**src/hw/rtl/single_wire_byte_transceiver_macros.svh**
```systemverilog
// assertion helpers for the single wire byte transceiver
`ifndef SINGLE_WIRE_BYTE_TRANSCEIVER_MACROS_SVH
`define SINGLE_WIRE_BYTE_TRANSCEIVER_MACROS_SVH

`ifndef ASSERT_OFF
`define SWBT_ASSERT_RST(label, clk, rst, prop) \
   label: assert property (@(posedge clk) disable iff (rst) prop) \
      else $error("swbt assertion failed");
`define SWBT_ASSERT_ALWAYS(label, clk, prop) \
   label: assert property (@(posedge clk) prop) \
      else $error("swbt assertion failed");
`else
`define SWBT_ASSERT_RST(label, clk, rst, prop)
`define SWBT_ASSERT_ALWAYS(label, clk, prop)
`endif

`endif

```
**src/hw/rtl/swbt_pkg.sv**
```systemverilog
package swbt_pkg;

   localparam logic [2:0] ACT_TICK  = 3'd0;
   localparam logic [2:0] ACT_FALL  = 3'd1;
   localparam logic [2:0] ACT_SEND  = 3'd2;
   localparam logic [2:0] ACT_POP   = 3'd3;
   localparam logic [2:0] ACT_CLEAR = 3'd4;

   localparam logic [4:0] LAST_SAMPLE = 5'd17;
   localparam logic [4:0] FRAME_END   = 5'd18;

   typedef enum logic [2:0] {
      OP_TICK,
      OP_FALL,
      OP_SEND,
      OP_POP,
      OP_CLEAR,
      OP_NONE
   } op_type;

   typedef struct packed {
      logic [2:0] action;
      logic       line_in;
      logic [7:0] send_byte;
   } req_type;

   typedef struct packed {
      logic       line_out;
      logic [7:0] popped_byte;
      logic       pop_valid;
      logic [3:0] queue_count;
      logic       busy_res;
      logic       send_accepted;
   } rsp_type;

   typedef struct packed {
      op_type     op;
      logic       line_in;
      logic [7:0] send_byte;
   } cmd_type;

   function automatic op_type decode_action(input logic [2:0] action);
      op_type op;
      case (action)
         ACT_TICK:  op = OP_TICK;
         ACT_FALL:  op = OP_FALL;
         ACT_SEND:  op = OP_SEND;
         ACT_POP:   op = OP_POP;
         ACT_CLEAR: op = OP_CLEAR;
         default:   op = OP_NONE;
      endcase
      return op;
   endfunction

endpackage

```
**src/hw/rtl/swbt_front.sv**
```systemverilog
module swbt_front (
   input  logic              clock,
   input  logic              reset,
   input  logic              req_valid,
   output logic              req_stall,
   input  swbt_pkg::req_type req_data,
   output logic              cmd_valid,
   input  logic              cmd_take,
   output swbt_pkg::cmd_type cmd_data
);

   swbt_pkg::cmd_type q_ff [2];
   logic              wp_ff, wp_in;
   logic              rp_ff, rp_in;
   logic [1:0]        cnt_ff, cnt_in;
   logic              push, pop;
   swbt_pkg::cmd_type cmd_new;

   assign req_stall = (cnt_ff == 2'd2);
   assign cmd_valid = (cnt_ff != 2'd0);
   assign cmd_data  = q_ff[rp_ff];

   assign push = req_valid && !req_stall;
   assign pop  = cmd_valid && cmd_take;

   always_comb begin
      cmd_new.op        = swbt_pkg::decode_action(req_data.action);
      cmd_new.line_in   = req_data.line_in;
      cmd_new.send_byte = req_data.send_byte;
      wp_in  = push ? ~wp_ff : wp_ff;
      rp_in  = pop ? ~rp_ff : rp_ff;
      cnt_in = cnt_ff + {1'b0, push} - {1'b0, pop};
   end

   always_ff @(posedge clock) begin
      if (reset) begin
         wp_ff  <= 1'b0;
         rp_ff  <= 1'b0;
         cnt_ff <= 2'd0;
      end else begin
         wp_ff  <= wp_in;
         rp_ff  <= rp_in;
         cnt_ff <= cnt_in;
      end
   end

   always_ff @(posedge clock) begin
      if (push) begin
         q_ff[wp_ff] <= cmd_new;
      end
   end

endmodule

```
**src/hw/rtl/swbt_back.sv**
```systemverilog
`include "single_wire_byte_transceiver_macros.svh"

module swbt_back #(
   parameter int FIFO_DEPTH = 16
) (
   input  logic              clock,
   input  logic              reset,
   input  logic              cmd_valid,
   output logic              cmd_take,
   input  swbt_pkg::cmd_type cmd_data,
   input  logic              csr_wr_en,
   input  logic [7:0]        csr_wr_data,
   output logic              rsp_valid,
   input  logic              rsp_stall,
   output swbt_pkg::rsp_type rsp_data
);

   localparam int IDX_W = $clog2(FIFO_DEPTH);

   typedef enum logic [1:0] {
      LINK_IDLE,
      LINK_RECV,
      LINK_SEND
   } link_type;

   link_type   mode_ff, mode_in;
   logic [4:0] cnt_ff, cnt_in, cnt_nx;
   logic [7:0] tx_ff, tx_in;
   logic [7:0] rx_ff, rx_in;
   logic       drive_ff, drive_in;
   logic [IDX_W-1:0] rd_ff, rd_in;
   logic [IDX_W-1:0] wr_ff, wr_in;
   logic [IDX_W-1:0] rd_nx, wr_nx;
   logic [IDX_W:0]   held;
   logic [7:0] null_ff;

   logic [7:0] mem [FIFO_DEPTH];
   logic [7:0] rd_data_ff;
   logic       mem_we;

   logic              s1_valid_ff;
   swbt_pkg::rsp_type s1_ff, s1_in;
   logic              s1_mem_ff, s1_mem_in;
   logic              s1_adv, s1_load, work;
   swbt_pkg::rsp_type rsp_ff, rsp_in;
   logic              rsp_valid_ff;

   assign s1_adv   = !rsp_valid_ff || !rsp_stall;
   assign s1_load  = !s1_valid_ff || s1_adv;
   assign cmd_take = s1_load;
   assign work     = cmd_valid && s1_load;

   assign rsp_valid = rsp_valid_ff;
   assign rsp_data  = rsp_ff;

   always_comb begin
      rd_nx = (rd_ff == IDX_W'(FIFO_DEPTH - 1)) ? '0 : rd_ff + 1'b1;
      wr_nx = (wr_ff == IDX_W'(FIFO_DEPTH - 1)) ? '0 : wr_ff + 1'b1;
      if (wr_ff >= rd_ff) begin
         held = {1'b0, wr_ff} - {1'b0, rd_ff};
      end else begin
         held = {1'b0, wr_ff} + (IDX_W + 1)'(FIFO_DEPTH) - {1'b0, rd_ff};
      end
   end

   always_comb begin
      mode_in   = mode_ff;
      cnt_in    = cnt_ff;
      tx_in     = tx_ff;
      rx_in     = rx_ff;
      drive_in  = drive_ff;
      rd_in     = rd_ff;
      wr_in     = wr_ff;
      mem_we    = 1'b0;
      s1_mem_in = 1'b0;
      s1_in     = '0;
      cnt_nx    = cnt_ff + 5'd1;
      s1_in.queue_count = 4'(held);
      if (work) begin
         case (cmd_data.op)
            swbt_pkg::OP_TICK: begin
               if (mode_ff != LINK_IDLE) begin
                  cnt_in = cnt_nx;
                  if (mode_ff == LINK_RECV) begin
                     if (cnt_nx[0] && cnt_nx > 5'd2 && cnt_nx <= swbt_pkg::LAST_SAMPLE) begin
                        // sample into bit 0, shift up except on the last data bit
                        if (cnt_nx < swbt_pkg::LAST_SAMPLE) begin
                           rx_in = {rx_ff[6:1], cmd_data.line_in, 1'b0};
                        end else begin
                           rx_in = {rx_ff[7:1], cmd_data.line_in};
                        end
                     end else if (cnt_nx >= swbt_pkg::FRAME_END) begin
                        if (rx_ff != null_ff && wr_nx != rd_ff) begin
                           mem_we = 1'b1;
                           wr_in  = wr_nx;
                        end
                        mode_in = LINK_IDLE;
                     end
                  end else begin
                     if (cnt_nx >= swbt_pkg::FRAME_END) begin
                        drive_in = 1'b1;
                        mode_in  = LINK_IDLE;
                     end else if (!cnt_nx[0]) begin
                        drive_in = tx_ff[7];
                        tx_in    = {tx_ff[6:0], 1'b0};
                     end
                  end
               end
            end
            swbt_pkg::OP_FALL: begin
               if (mode_ff == LINK_IDLE) begin
                  mode_in = LINK_RECV;
                  cnt_in  = 5'd0;
                  rx_in   = 8'd0;
               end
            end
            swbt_pkg::OP_SEND: begin
               if (mode_ff == LINK_IDLE) begin
                  mode_in  = LINK_SEND;
                  cnt_in   = 5'd0;
                  tx_in    = cmd_data.send_byte;
                  drive_in = 1'b0;
                  s1_in.send_accepted = 1'b1;
               end
            end
            swbt_pkg::OP_POP: begin
               if (rd_ff != wr_ff) begin
                  // byte comes from the store read register one stage later
                  s1_mem_in       = 1'b1;
                  rd_in           = rd_nx;
                  s1_in.pop_valid = 1'b1;
               end else begin
                  s1_in.popped_byte = null_ff;
               end
            end
            swbt_pkg::OP_CLEAR: begin
               rd_in = '0;
               wr_in = '0;
            end
            default: begin
            end
         endcase
      end
      s1_in.line_out = drive_in;
      s1_in.busy_res = (mode_in != LINK_IDLE);
   end

   always_comb begin
      rsp_in = s1_ff;
      if (s1_mem_ff) begin
         rsp_in.popped_byte = rd_data_ff;
      end
   end

   always_ff @(posedge clock) begin
      if (reset) begin
         mode_ff      <= LINK_IDLE;
         cnt_ff       <= 5'd0;
         tx_ff        <= 8'd0;
         rx_ff        <= 8'd0;
         drive_ff     <= 1'b1;
         rd_ff        <= '0;
         wr_ff        <= '0;
         null_ff      <= 8'd0;
         s1_valid_ff  <= 1'b0;
         rsp_valid_ff <= 1'b0;
      end else begin
         mode_ff  <= mode_in;
         cnt_ff   <= cnt_in;
         tx_ff    <= tx_in;
         rx_ff    <= rx_in;
         drive_ff <= drive_in;
         rd_ff    <= rd_in;
         wr_ff    <= wr_in;
         if (csr_wr_en) begin
            null_ff <= csr_wr_data;
         end
         if (s1_load) begin
            s1_valid_ff <= cmd_valid;
         end
         if (s1_adv) begin
            rsp_valid_ff <= s1_valid_ff;
         end
      end
   end

   always_ff @(posedge clock) begin
      if (s1_load) begin
         s1_ff     <= s1_in;
         s1_mem_ff <= s1_mem_in;
      end
      if (s1_adv) begin
         rsp_ff <= rsp_in;
      end
   end

   always_ff @(posedge clock) begin
      if (mem_we) begin
         mem[wr_ff] <= rx_ff;
      end
      if (work && s1_mem_in) begin
         rd_data_ff <= mem[rd_ff];
      end
   end

   `SWBT_ASSERT_RST(a_idle_released, clock, reset, (mode_ff == LINK_IDLE) |-> drive_ff)
   `SWBT_ASSERT_RST(a_frame_bound, clock, reset,
                    (mode_ff != LINK_IDLE) |-> (cnt_ff <= swbt_pkg::LAST_SAMPLE))
   `SWBT_ASSERT_RST(a_pop_nonempty, clock, reset,
                    (s1_valid_ff && s1_ff.pop_valid) |-> (s1_ff.queue_count != 4'd0 || IDX_W >= 4))
   `SWBT_ASSERT_RST(a_s1_hold, clock, reset,
                    (s1_valid_ff && rsp_valid_ff && rsp_stall) |=> s1_valid_ff)

endmodule

```
**src/hw/rtl/single_wire_byte_transceiver.sv**
```systemverilog
// Single-wire byte transceiver: one request beat on req_ per event (half-bit tick, bus falling
// edge, send, pop, clear) yields exactly one response beat on rsp_, in order. A frame is a low
// start bit and 8 data bits MSB first; received non-null bytes go into a ring store of
// FIFO_DEPTH bytes that holds at most FIFO_DEPTH-1. Throughput is one beat per clock while rsp_stall
// does not hold the output: a two-entry command queue sits between the decode front and the link
// engine, which retires one command per cycle unless the response stage is stalled. When nothing
// stalls, a req_ beat passes through the command queue, the result stage, with the store read
// register running beside it, and the response register that drives rsp_. csr_ writes the null
// byte and is to be written only while the block is idle.
module single_wire_byte_transceiver #(
   parameter int FIFO_DEPTH = 16
) (
   input  logic              clock,
   input  logic              reset,
   input  logic              req_valid,
   output logic              req_stall,
   input  swbt_pkg::req_type req_data,
   output logic              rsp_valid,
   input  logic              rsp_stall,
   output swbt_pkg::rsp_type rsp_data,
   input  logic              csr_wr_en,
   input  logic [7:0]        csr_wr_data
);

   logic              cmd_valid;
   logic              cmd_take;
   swbt_pkg::cmd_type cmd_data;

   swbt_front u_front (
      .clock     (clock),
      .reset     (reset),
      .req_valid (req_valid),
      .req_stall (req_stall),
      .req_data  (req_data),
      .cmd_valid (cmd_valid),
      .cmd_take  (cmd_take),
      .cmd_data  (cmd_data)
   );

   swbt_back #(
      .FIFO_DEPTH (FIFO_DEPTH)
   ) u_back (
      .clock       (clock),
      .reset       (reset),
      .cmd_valid   (cmd_valid),
      .cmd_take    (cmd_take),
      .cmd_data    (cmd_data),
      .csr_wr_en   (csr_wr_en),
      .csr_wr_data (csr_wr_data),
      .rsp_valid   (rsp_valid),
      .rsp_stall   (rsp_stall),
      .rsp_data    (rsp_data)
   );

endmodule

```
**config.mk**
```make
export PLATFORM = sky130hd
export DESIGN_NAME = single_wire_byte_transceiver
export DESIGN_NICKNAME = d
export VERILOG_FILES = /design/src/hw/rtl/swbt_pkg.sv /design/src/hw/rtl/swbt_front.sv /design/src/hw/rtl/swbt_back.sv /design/src/hw/rtl/single_wire_byte_transceiver.sv
export VERILOG_INCLUDE_DIRS = /design/src /design/src/hw/rtl
export SDC_FILE = /design/constraint.sdc
export NUM_CORES = 1
export LEC_CHECK = 0
export BUFFER_PORTS_ARGS = -buffer_cell sky130_fd_sc_hd__buf_2
export CAP_MARGIN = 15
export CORE_ASPECT_RATIO = 0.7
export CORE_UTILIZATION = 50
export DETAILED_ROUTE_END_ITERATION = 8
export MAX_ROUTING_LAYER = met4
export PLACE_DENSITY = 0.69
export SKIP_CTS_REPAIR_TIMING = 1
export SLEW_MARGIN = 15
export SYNTH_ARGS = -nofsm -noshare
export SYNTH_HDL_FRONTEND = slang
export SYNTH_HIERARCHICAL = 1
export SYNTH_SLANG_ARGS = --single-unit
```
**constraint.sdc**
```tcl
create_clock -name clock -period 3.1 [get_ports clock]
set_input_delay 0.155 -clock clock [delete_from_list [all_inputs] [get_ports clock]]
set_output_delay 0.155 -clock clock [all_outputs]
set_load 0.1 [all_outputs]
```
==> results of run 1 <==
power groups by stage:
stage / Clock, mW / Sequential (mW) / Combinational [mW]
6_report: 2.87 / 3.79 / 1.66
4_1_cts: 2.93 / 3.79 / 1.63
5_1_grt: 3.05 / 3.81 / 1.78
3_3_place_gp: 0 / 3.85 / 1.58
3_5_place_dp: 0 / 3.86 / 1.62
2_1_floorplan: 0 / 4.22 / 0.926
final cells by class:
type / count / area [um^2]
Tap cell: 264 / 330
Fill cell: 1446 / 7570
Antenna cell: 2 / 5.00
Timing Repair Buffer: 101 / 706
Clock buffer: 35 / 692
Sequential cell: 240 / 6740
Multi-Input combinational cell: 358 / 3080
Inverter: 17 / 63.8
Clock inverter: 7 / 96.3
placed cells by master, fill, tap and decap left out, types with 7 or more instances in the layout:
cell	Yosys	routed
a21oi_1	20	20
a311oi_1	7	7
and2_1	13	13
buf_2	13	42
buf_4	0	38
clkbuf_16	0	24
dfxtp_1	47	46
dlygate4sd3_1	0	21
edfxtp_1	193	193
ha_1	13	13
inv_1	16	16
mux2_2	20	20
mux2i_1	11	11
mux4_2	40	40
nand2_1	42	42
nand3_1	14	12
nor2_1	57	57
nor3_1	11	9
o21ai_0	9	9
xnor2_1	7	7
xor2_1	14	14
through the flow:
| stage | power [mW] | instance area (um^2) |
|---|---|---|
| final | 8.33 | 11700 |
| after global routing | 8.64 | 11700 |
| after CTS | 8.35 | 11500 |
| after detailed placement | 5.48 | 10700 |
| after global placement | 5.43 | 10700 |
| after floorplan | 5.15 | 10100 |
kinds of logic after synthesis:
| group | after synthesis | synth area share |
|---|---|---|
| xor+xnor | 21 | 0.0183 |
| flops | 240 | 0.671 |
| mux | 71 | 0.123 |
| fa+ha+maj | 14 | 0.0182 |
| simple gates | 180 | 0.0902 |
| buf+inv | 49 | 0.0245 |
| compound gates | 72 | 0.0549 |
metal layers:
metal  up-vias  track usage  share of wire
li1       2666            -              -
met1      2993        0.364           0.46
met2       347        0.311           0.42
met3        32       0.0560           0.11
met4         0       0.0519          0.014
met5         -            -              0
flip-flops by register name (all words and copies together) (netlist names), 5 cells and up, named ones only:
signal and count:
u_back/mem 128, u_front/q_ff 24, u_back/rsp_data 16, u_back/null_ff 8
u_back/rd_data_ff 8, u_back/rsp_in 8, u_back/rx_ff 8, u_back/s1_ff 8
u_back/tx_ff 8, u_back/cnt_ff 5
worst paths after layout:
path | depth (start not counted) | start | slack [ns] | to
worst max-delay path | 9 | u_back/cnt_ff[0]$_SDFFE_PP0P_ | 0.12 | u_back/mem[2][0]$_DFFE_PP_
worst max register to register | 9 | u_back/cnt_ff[0]$_SDFFE_PP0P_ | 0.12 | u_back/mem[2][0]$_DFFE_PP_
worst min register to register | 0 | u_back/rsp_in[3]$_DFFE_PN_ | 0.42 | u_back/rsp_data[3]$_DFFE_PP_
worst min-delay path | 2 | req_data[10] | 0.008 | u_front/q_ff[0][10]$_DFFE_PP_
critical path, delay by kind of cell (launching register included):
kind	cells	cell delay (ns)
AO/OA/AOI/OAI	3	0.83
AND/OR/NAND/NOR	3	0.73
flip-flops	1	0.45
adder cells (fa/ha/maj)	1	0.37
buffers and inverters	2	0.32
==> results.json, run 1 <==
{
  "htree_levels": 1,
  "io_buffers": 42,
  "ys_types": 70,
  "dr_total_vias": 6038,
  "clk_pin_slew_worst_paths_ns": 0.06,
  "clk_latency_ns": 0.52,
  "dp_cells": 959,
  "cp_cell_sequence": "inv_1 -> ha_1 -> o31ai_1 -> a211oi_2 -> nand2_1 -> a311oi_4 -> nand3_1 -> nor3_2 -> buf_4",
  "yosysTopAreaCell": "edfxtp_1",
  "clock_skew_ns": 0.0144,
  "cts_buffers": 23,
  "syn_area_um2": 10000,
  "seqPwrFrac": 0.455,
  "ys_top_cells_by_area": "edfxtp_1, dfxtp_1, mux4_2",
  "synth-seq-cells": 240,
  "pin_count": 43,
  "pre_cts_ws_ns": 0.194,
  "ys_warn_count": 6,
  "setup_viol_count_final": 0,
  "first_global_vias": 5707,
  "die-area_um2": 20700,
  "fin_cells": 1024,
  "cts.sinks": 240,
  "crit_fanout": 8,
  "drtIter0Drc": 857,
  "grt_max_degree": 23,
  "cts_max_path_buffers": 3,
  "min_period_ns": 2.98,
  "power_density_nw_per_um2": 711,
  "wirelength_um": 22500,
  "worstSetupPathType": "reg -> reg",
  "gpl.final_weighted_congestion": 0.918,
  "post_drt_wl_per_cell_um": 22.0,
  "swShare": 0.291,
  "leakage_nw": 4.20,
  "postSynthCellCount": 647,
  "power_frac_comb": 0.200,
  "fp-row-count": 42,
  "max_slew.worst_pin.slew_ns": 0.659,
  "dp_hpwl_um": 15300,
  "syn-num-nets": 686,
  "grt_first_pass_wirelength_um": 34300,
  "core_area_um2": 19300,
  "power.internal_mw": 5.90,
  "fin_crit_sh": 0.963,
  "gr-total-overflow": 0,
  "ant_nets": 0,
  "crit_arrival_ns": 3.21,
  "setup.worst_path.end_class": "flip-flop",
  "synth.avg_cell_area_um2": 15.5,
  "fin_tns_setup_ns": 0,
  "antenna_found_initial": 2,
  "status": "finished, final reports clean",
  "synth_top_area_frac": 0.577,
  "slowest_delay_ns": 0.45,
  "drv_slew": 0,
  "layout-drive-gt1-share": 0.265,
  "nNetsFinal": 780,
  "cts_tree": "built",
  "post-route-util": 0.607,
  "p_switching_mw": 2.42,
  "synth.most_common_cell": "edfxtp_1",
  "async_flop_share": 0,
  "clkPwrFrac": 0.345,
  "cp.required_ns": 3.32,
  "holdWs_ns": 0.00842,
  "drt_pass1_iterations": 5,
  "drc": 0,
  "ys.flop_type": "edfxtp_1",
  "fmax_mhz": 335,
  "yosysSeqAreaShare": 0.671,
  "via_per_inst": 5.90,
  "clockRootBuffer": "clkbuf_16",
  "dieHeight_um": 121,
  "area_growth_pct": 16.6,
  "synth_edf_count": 193,
  "rsz0062_at_grt": "true",
  "drv_cap": 0,
  "track_usage": 0.235,
  "start_util": 0.521,
  "synth_common_cells": "edfxtp_1, nor2_1, dfxtp_1",
  "cp-start-kind": "flip-flop",
  "final_hold_viol_count": 0,
  "worst_slack_ns": 0.115,
  "fp.dieW_um": 171,
  "min_path_type": "in -> reg",
  "relSlewSlack": 0.560,
  "ir_worst_vdd_v": 0.000480,
  "slowest_stage": "dfxtp_1"
}
Note: power is estimated with default switching activity, not from simulation.
==> inputs of run 2 (changes only) <==
SETUP_SLACK_MARGIN = 0.3   (was default)
==> run 2 against run 1 <==
Against the previous run:
- die area stayed put
- worst setup slack improved by 0.29 ns
- clock skew shrank 0.0013 ns
- worst hold slack better by 0.017 ns
- combinational power about the same
- routed wire length grew 1.8%
- first-iteration DRC count decreased by 15%
- sequential power hardly changed
- total power shrank 2.6%
- largest cell class unchanged
- largest power group unchanged
==> results.json, run 2 (synthesis results as in run 1) <==
{
  "grt_max_degree": 25,
  "core_area_um2": 19300,
  "post_drt_wl_per_cell_um": 22.3,
  "r2r-start": "u_back/cnt_ff[0]$_SDFFE_PP0P_",
  "met1Wirelength_um": 10800,
  "cts_max_path_buffers": 3,
  "top_layer": "met4",
  "placed_area_um2": 10700,
  "setup.worst_path.end_class": "flip-flop",
  "timing.rr.end": "u_back/mem[1][0]$_DFFE_PP_",
  "largest_register": "u_back/mem",
  "cp.required_ns": 3.32,
  "largest_reg_flops": 128,
  "setup.worst_path.start": "u_back/cnt_ff[0]$_SDFFE_PP0P_",
  "antenna_found_initial": 1,
  "fmax_mhz": 371,
  "gr-total-overflow": 0,
  "max_slew.worst_pin.slew_ns": 0.695,
  "cts_tree": "built",
  "layout_commonest_cell": "edfxtp_1",
  "fp.dieW_um": 171,
  "gpl.final_weighted_congestion": 0.953,
  "wirelength_um": 22900,
  "min_path_type": "in -> reg",
  "clk_latency_ns": 0.51,
  "htree_levels": 1,
  "dieHeight_um": 121,
  "dp_hpwl_um": 15500,
  "leakage_nw": 4.19,
  "r2r_cells": 11,
  "first_global_vias": 5646,
  "crit_fanout": 8,
  "clock_skew_ns": 0.0131,
  "setup_viol_count_final": 0,
  "worstSetupPathType": "reg -> reg",
  "clockRootBuffer": "clkbuf_16",
  "ant_nets": 0,
  "drc": 0,
  "drtIter0Drc": 725,
  "holdPathEnd": "u_front/q_ff[0][10]$_DFFE_PP_",
  "area_growth_pct": 16.9,
  "fin_crit_sh": 0.870,
  "multi_input_area_um2": 3160,
  "nNetsFinal": 784,
  "cp-start-kind": "flip-flop",
  "power_density_nw_per_um2": 690,
  "ff_latch_area_um2": 6740,
  "drv_cap": 0,
  "crit_arrival_ns": 2.91,
  "min_period_ns": 2.70,
  "track_usage": 0.238,
  "cts.sinks": 240,
  "drt_pass1_iterations": 5,
  "r2r_slack_ns": 0.40,
  "cts_buffers": 23,
  "final_cell_mix": "edfxtp_1, nor2_1, dfxtp_1, buf_2, buf_4",
  "die-area_um2": 20700,
  "dr_total_vias": 6000,
  "clk_pin_slew_worst_paths_ns": 0.07,
  "via_per_inst": 5.84,
  "drv_slew": 0,
  "status": "finished, final reports clean",
  "layout-drive-gt1-share": 0.286,
  "worstHoldPathCells": 2,
  "fp-row-count": 42,
  "start_util": 0.521,
  "final_hold_viol_count": 0,
  "grt_first_pass_wirelength_um": 34800,
  "relSlewSlack": 0.536,
  "fill_cells": 1441,
  "hp-start": "req_data[10]",
  "design_area_um2": 11700,
  "wl_met3_um": 2240,
  "wl_met2_um": 9500,
  "fin_tns_setup_ns": 0,
  "rsz0062_at_grt": "false",
  "ir_worst_vdd_v": 0.000525,
  "pin_count": 43,
  "io_buffers": 42
}
[run 2: where the power goes]
| part | leakage, nW | switching, mW | internal [mW] | total, mW |
|---|---|---|---|---|
| clock | 0.344 | 1.14 | 1.48 | 2.62 |
| combinational | 1.57 | 1.15 | 0.514 | 1.67 |
| sequential | 2.27 | 0.125 | 3.69 | 3.82 |
| total | 4.19 | 2.42 | 5.68 | 8.11 |
[run 2: worst max path at each step]
stage,depth (start not counted),end,slack [ns]
2_1_floorplan,10,u_back/rd_ff[3]$_SDFFE_PP0P_,0.31
3_3_place_gp,9,u_back/mem[4][7]$_DFFE_PP_,0.25
3_5_place_dp,9,u_back/mem[4][3]$_DFFE_PP_,0.14
4_1_cts,9,u_back/mem[7][2]$_DFFE_PP_,0.11
5_1_grt,10,u_back/mem[3][4]$_DFFE_PP_,0.29
6_report,11,u_back/mem[1][0]$_DFFE_PP_,0.40
[run 2: metal layers]
layer	GRT usage	up-vias
met3	0.0465	34
met5	-	-
met2	0.321	328
li1	-	2681
met4	0.0446	0
met1	0.376	2957
[run 2: worst max-delay path, cell delays in order, from the launching register on]
cell      delay, ns
dfxtp_2        0.40
inv_1          0.12
ha_4           0.30
o31ai_1        0.09
a211oi_2       0.30
nand2_2        0.14
a311oi_4       0.26
buf_4          0.21
buf_4          0.13
nand3_4        0.13
nor3_2         0.13
buf_4          0.19
[run 2: stage by stage]
| step | instances | setup WS (ns) | hold slack (ns) | total power, mW | utilization |
|---|---|---|---|---|---|
| after floorplan | 647 | 0.310 | 0.224 | 5.15 | - |
| after global placement | 959 | 0.248 | 0.343 | 5.43 | 0.556 |
| after detailed placement | 959 | 0.136 | 0.349 | 5.48 | 0.556 |
| after CTS | 1001 | 0.109 | -0.177 | 8.08 | 0.593 |
| after global routing | 1027 | 0.290 | 0.0370 | 8.41 | 0.609 |
| final | 1027 | 0.402 | 0.0252 | 8.11 | 0.609 |
[run 2: cell type report]
type,count,share of cell area
inverter,17,0.00544
clock inverter,14,0.00874
tap,264,0.0281
sequential,240,0.574
multi-input combinational,358,0.269
antenna,1,0.000213
timing repair buffer,105,0.0627
clock buffer,28,0.0515
==> inputs of run 3 (changes only) <==
clock period = 2.3 ns   (was 3.1 ns; I/O delays follow)
==> run 3 against run 2 <==
Against the previous run:
- the run now ends with hold timing, setup timing left
- largest power group unchanged
- final cell count up 5.8%
- register-to-register slack lost 0.57 ns
- fmax is 9.2% higher
- via count rose by 4.5%
- non-clock buffer count up 62
- core utilization increased by 6.7 points
==> results.json, run 3 (synthesis results as in run 1) <==
{
  "htree_levels": 1,
  "setup.worst_path.end_class": "flip-flop",
  "drt_pass1_iterations": 5,
  "final_hold_viol_count": 2,
  "via_per_inst": 5.77,
  "fp-row-count": 42,
  "die-area_um2": 20700,
  "worstSetupPathType": "reg -> reg",
  "p_switching_mw": 3.53,
  "power.internal_mw": 8.34,
  "hp-start": "req_valid",
  "area_growth_pct": 29.8,
  "r2r_slack_ns": -0.17,
  "core_area_um2": 19300,
  "swShare": 0.297,
  "fill_cells": 1270,
  "clock_skew_ns": 0.00766,
  "r2r_cells": 10,
  "drtIter0Drc": 740,
  "drv_cap": 0,
  "critPathCapture": "u_back/mem[5][5]$_DFFE_PP_",
  "dp_hpwl_um": 15700,
  "drv_slew": 0,
  "violations": "hold timing, setup timing",
  "clk_latency_ns": 0.50,
  "design_area_um2": 13000,
  "worst_slack_ns": -0.172,
  "antenna_found_initial": 0,
  "fin_crit_sh": 1.07,
  "cts_tree": "built",
  "min_path_type": "in -> reg",
  "fmax_mhz": 405,
  "cp-start-kind": "flip-flop",
  "largest_reg_flops": 128,
  "grt_first_pass_wirelength_um": 34700,
  "seqPwrFrac": 0.433,
  "largest_register": "u_back/mem",
  "drc": 0,
  "leakage_nw": 4.64,
  "clockRootBuffer": "clkbuf_16",
  "layout-drive-gt1-share": 0.420,
  "gr-total-overflow": 0,
  "rsz0062_at_grt": "true",
  "power_frac_comb": 0.257,
  "clkPwrFrac": 0.310,
  "layout_commonest_cell": "edfxtp_1",
  "dr_total_vias": 6272,
  "first_global_vias": 5908,
  "post-route-util": 0.676,
  "placed_area_um2": 11400,
  "fp.dieW_um": 171,
  "post_drt_wl_per_cell_um": 21.7,
  "relSlewSlack": 0.543,
  "max_slew.worst_pin.slew_ns": 0.684,
  "setup_viol_count_final": 128,
  "final_cell_mix": "edfxtp_1, buf_4, buf_2, mux4_2, nand2_1",
  "grt_max_degree": 25,
  "track_usage": 0.236,
  "clk_pin_slew_worst_paths_ns": 0.07,
  "start_util": 0.521,
  "cp.required_ns": 2.48,
  "crit_arrival_ns": 2.65,
  "io_buffers": 42,
  "antennaDiodeCount": 0,
  "timing.rr.end": "u_back/mem[5][5]$_DFFE_PP_",
  "crit_fanout": 8,
  "nNetsFinal": 847,
  "gpl.final_weighted_congestion": 0.943,
  "ff_latch_area_um2": 6760,
  "setup.worst_path.start": "u_back/cnt_ff[0]$_SDFFE_PP0P_",
  "ant_nets": 0,
  "cts_max_path_buffers": 3,
  "pin_count": 43,
  "multi_input_area_um2": 3630,
  "status": "finished with violations",
  "ir_worst_vdd_v": 0.000583,
  "dieHeight_um": 121,
  "wirelength_um": 23600,
  "power_density_nw_per_um2": 910,
  "r2r-start": "u_back/cnt_ff[0]$_SDFFE_PP0P_",
  "holdWs_ns": -0.00596,
  "cts.sinks": 240,
  "min_period_ns": 2.47,
  "cts_buffers": 23
}
==> run 3: changes by cell type in the layout (fill, tap and decap cells not counted), sizes merged <==
cell      before  now
a21oi         21   22
buf           84  144
bufinv         1    3
clkbuf        28   29
clkinv        10    9
clkinvlp       2    0
diode          1    0
==> run 3: through the flow <==
step           TNS [ns]  power, mW  setup slack [ns]  instances
2_1_floorplan    -36.03       7.05            -0.379        647
3_3_place_gp     -20.84       7.59            -0.220       1006
3_5_place_dp     -27.04       7.67            -0.305       1006
4_1_cts          -29.95       11.3            -0.329       1046
5_1_grt          -24.20       12.3            -0.245       1087
6_report         -13.40       11.9            -0.172       1087
==> run 3: power groups by stage <==
stage / sequential [mW] / combinational [mW] / clock [mW]
after CTS: 5.12 / 2.47 / 3.75
after global routing: 5.17 / 3.24 / 3.92
after detailed placement: 5.21 / 2.46 / 0
final: 5.14 / 3.06 / 3.68
after global placement: 5.19 / 2.40 / 0
after floorplan: 5.70 / 1.35 / 0
==> run 3: worst min path at each step <==
| stage | to | slack [ns] | cells past startpoint |
|---|---|---|---|
| 3_5_place_dp | u_front/q_ff[1][4]$_DFFE_PP_ | 0.31 | 1 |
| 3_3_place_gp | u_front/q_ff[1][2]$_DFFE_PP_ | 0.30 | 1 |
| 6_report | u_front/wp_ff$_SDFFE_PP0P_ | -0.006 | 4 |
| 4_1_cts | u_front/q_ff[0][2]$_DFFE_PP_ | -0.21 | 1 |
| 5_1_grt | u_front/q_ff[1][10]$_DFFE_PP_ | 0.02 | 2 |
| 2_1_floorplan | flip-flop | 0.18 | 1 |
==> run 3: layout make-up <==
class / instances / area share
flip-flops and latches: 240 / 0.519
multi-input cells: 359 / 0.278
repair buffers: 167 / 0.116
clock buffers: 27 / 0.0453
well taps: 264 / 0.0253
clock inverters: 13 / 0.0109
inverters: 17 / 0.00528
==> run 3: per-layer routing <==
metal | up-vias | track usage | part of all wire | wire length, um
met3 | 40 | 0.0435 | 0.094 | 2220
met4 | 0 | 0.0458 | 0.014 | 336
met5 | - | - | 0 | 0
met2 | 304 | 0.331 | 0.45 | 10600
met1 | 3116 | 0.363 | 0.44 | 10500
li1 | 2812 | - | - | -
==> run 3: worst max-delay path, cell delays in order, from the launching register on <==
cell,delay [ns]
dfxtp_4,0.39
inv_4,0.04
ha_4,0.26
o31ai_2,0.06
a211oi_2,0.31
nand2_2,0.14
a311oi_4,0.27
buf_12,0.17
nand3_4,0.11
buf_6,0.14
nor2_4,0.24
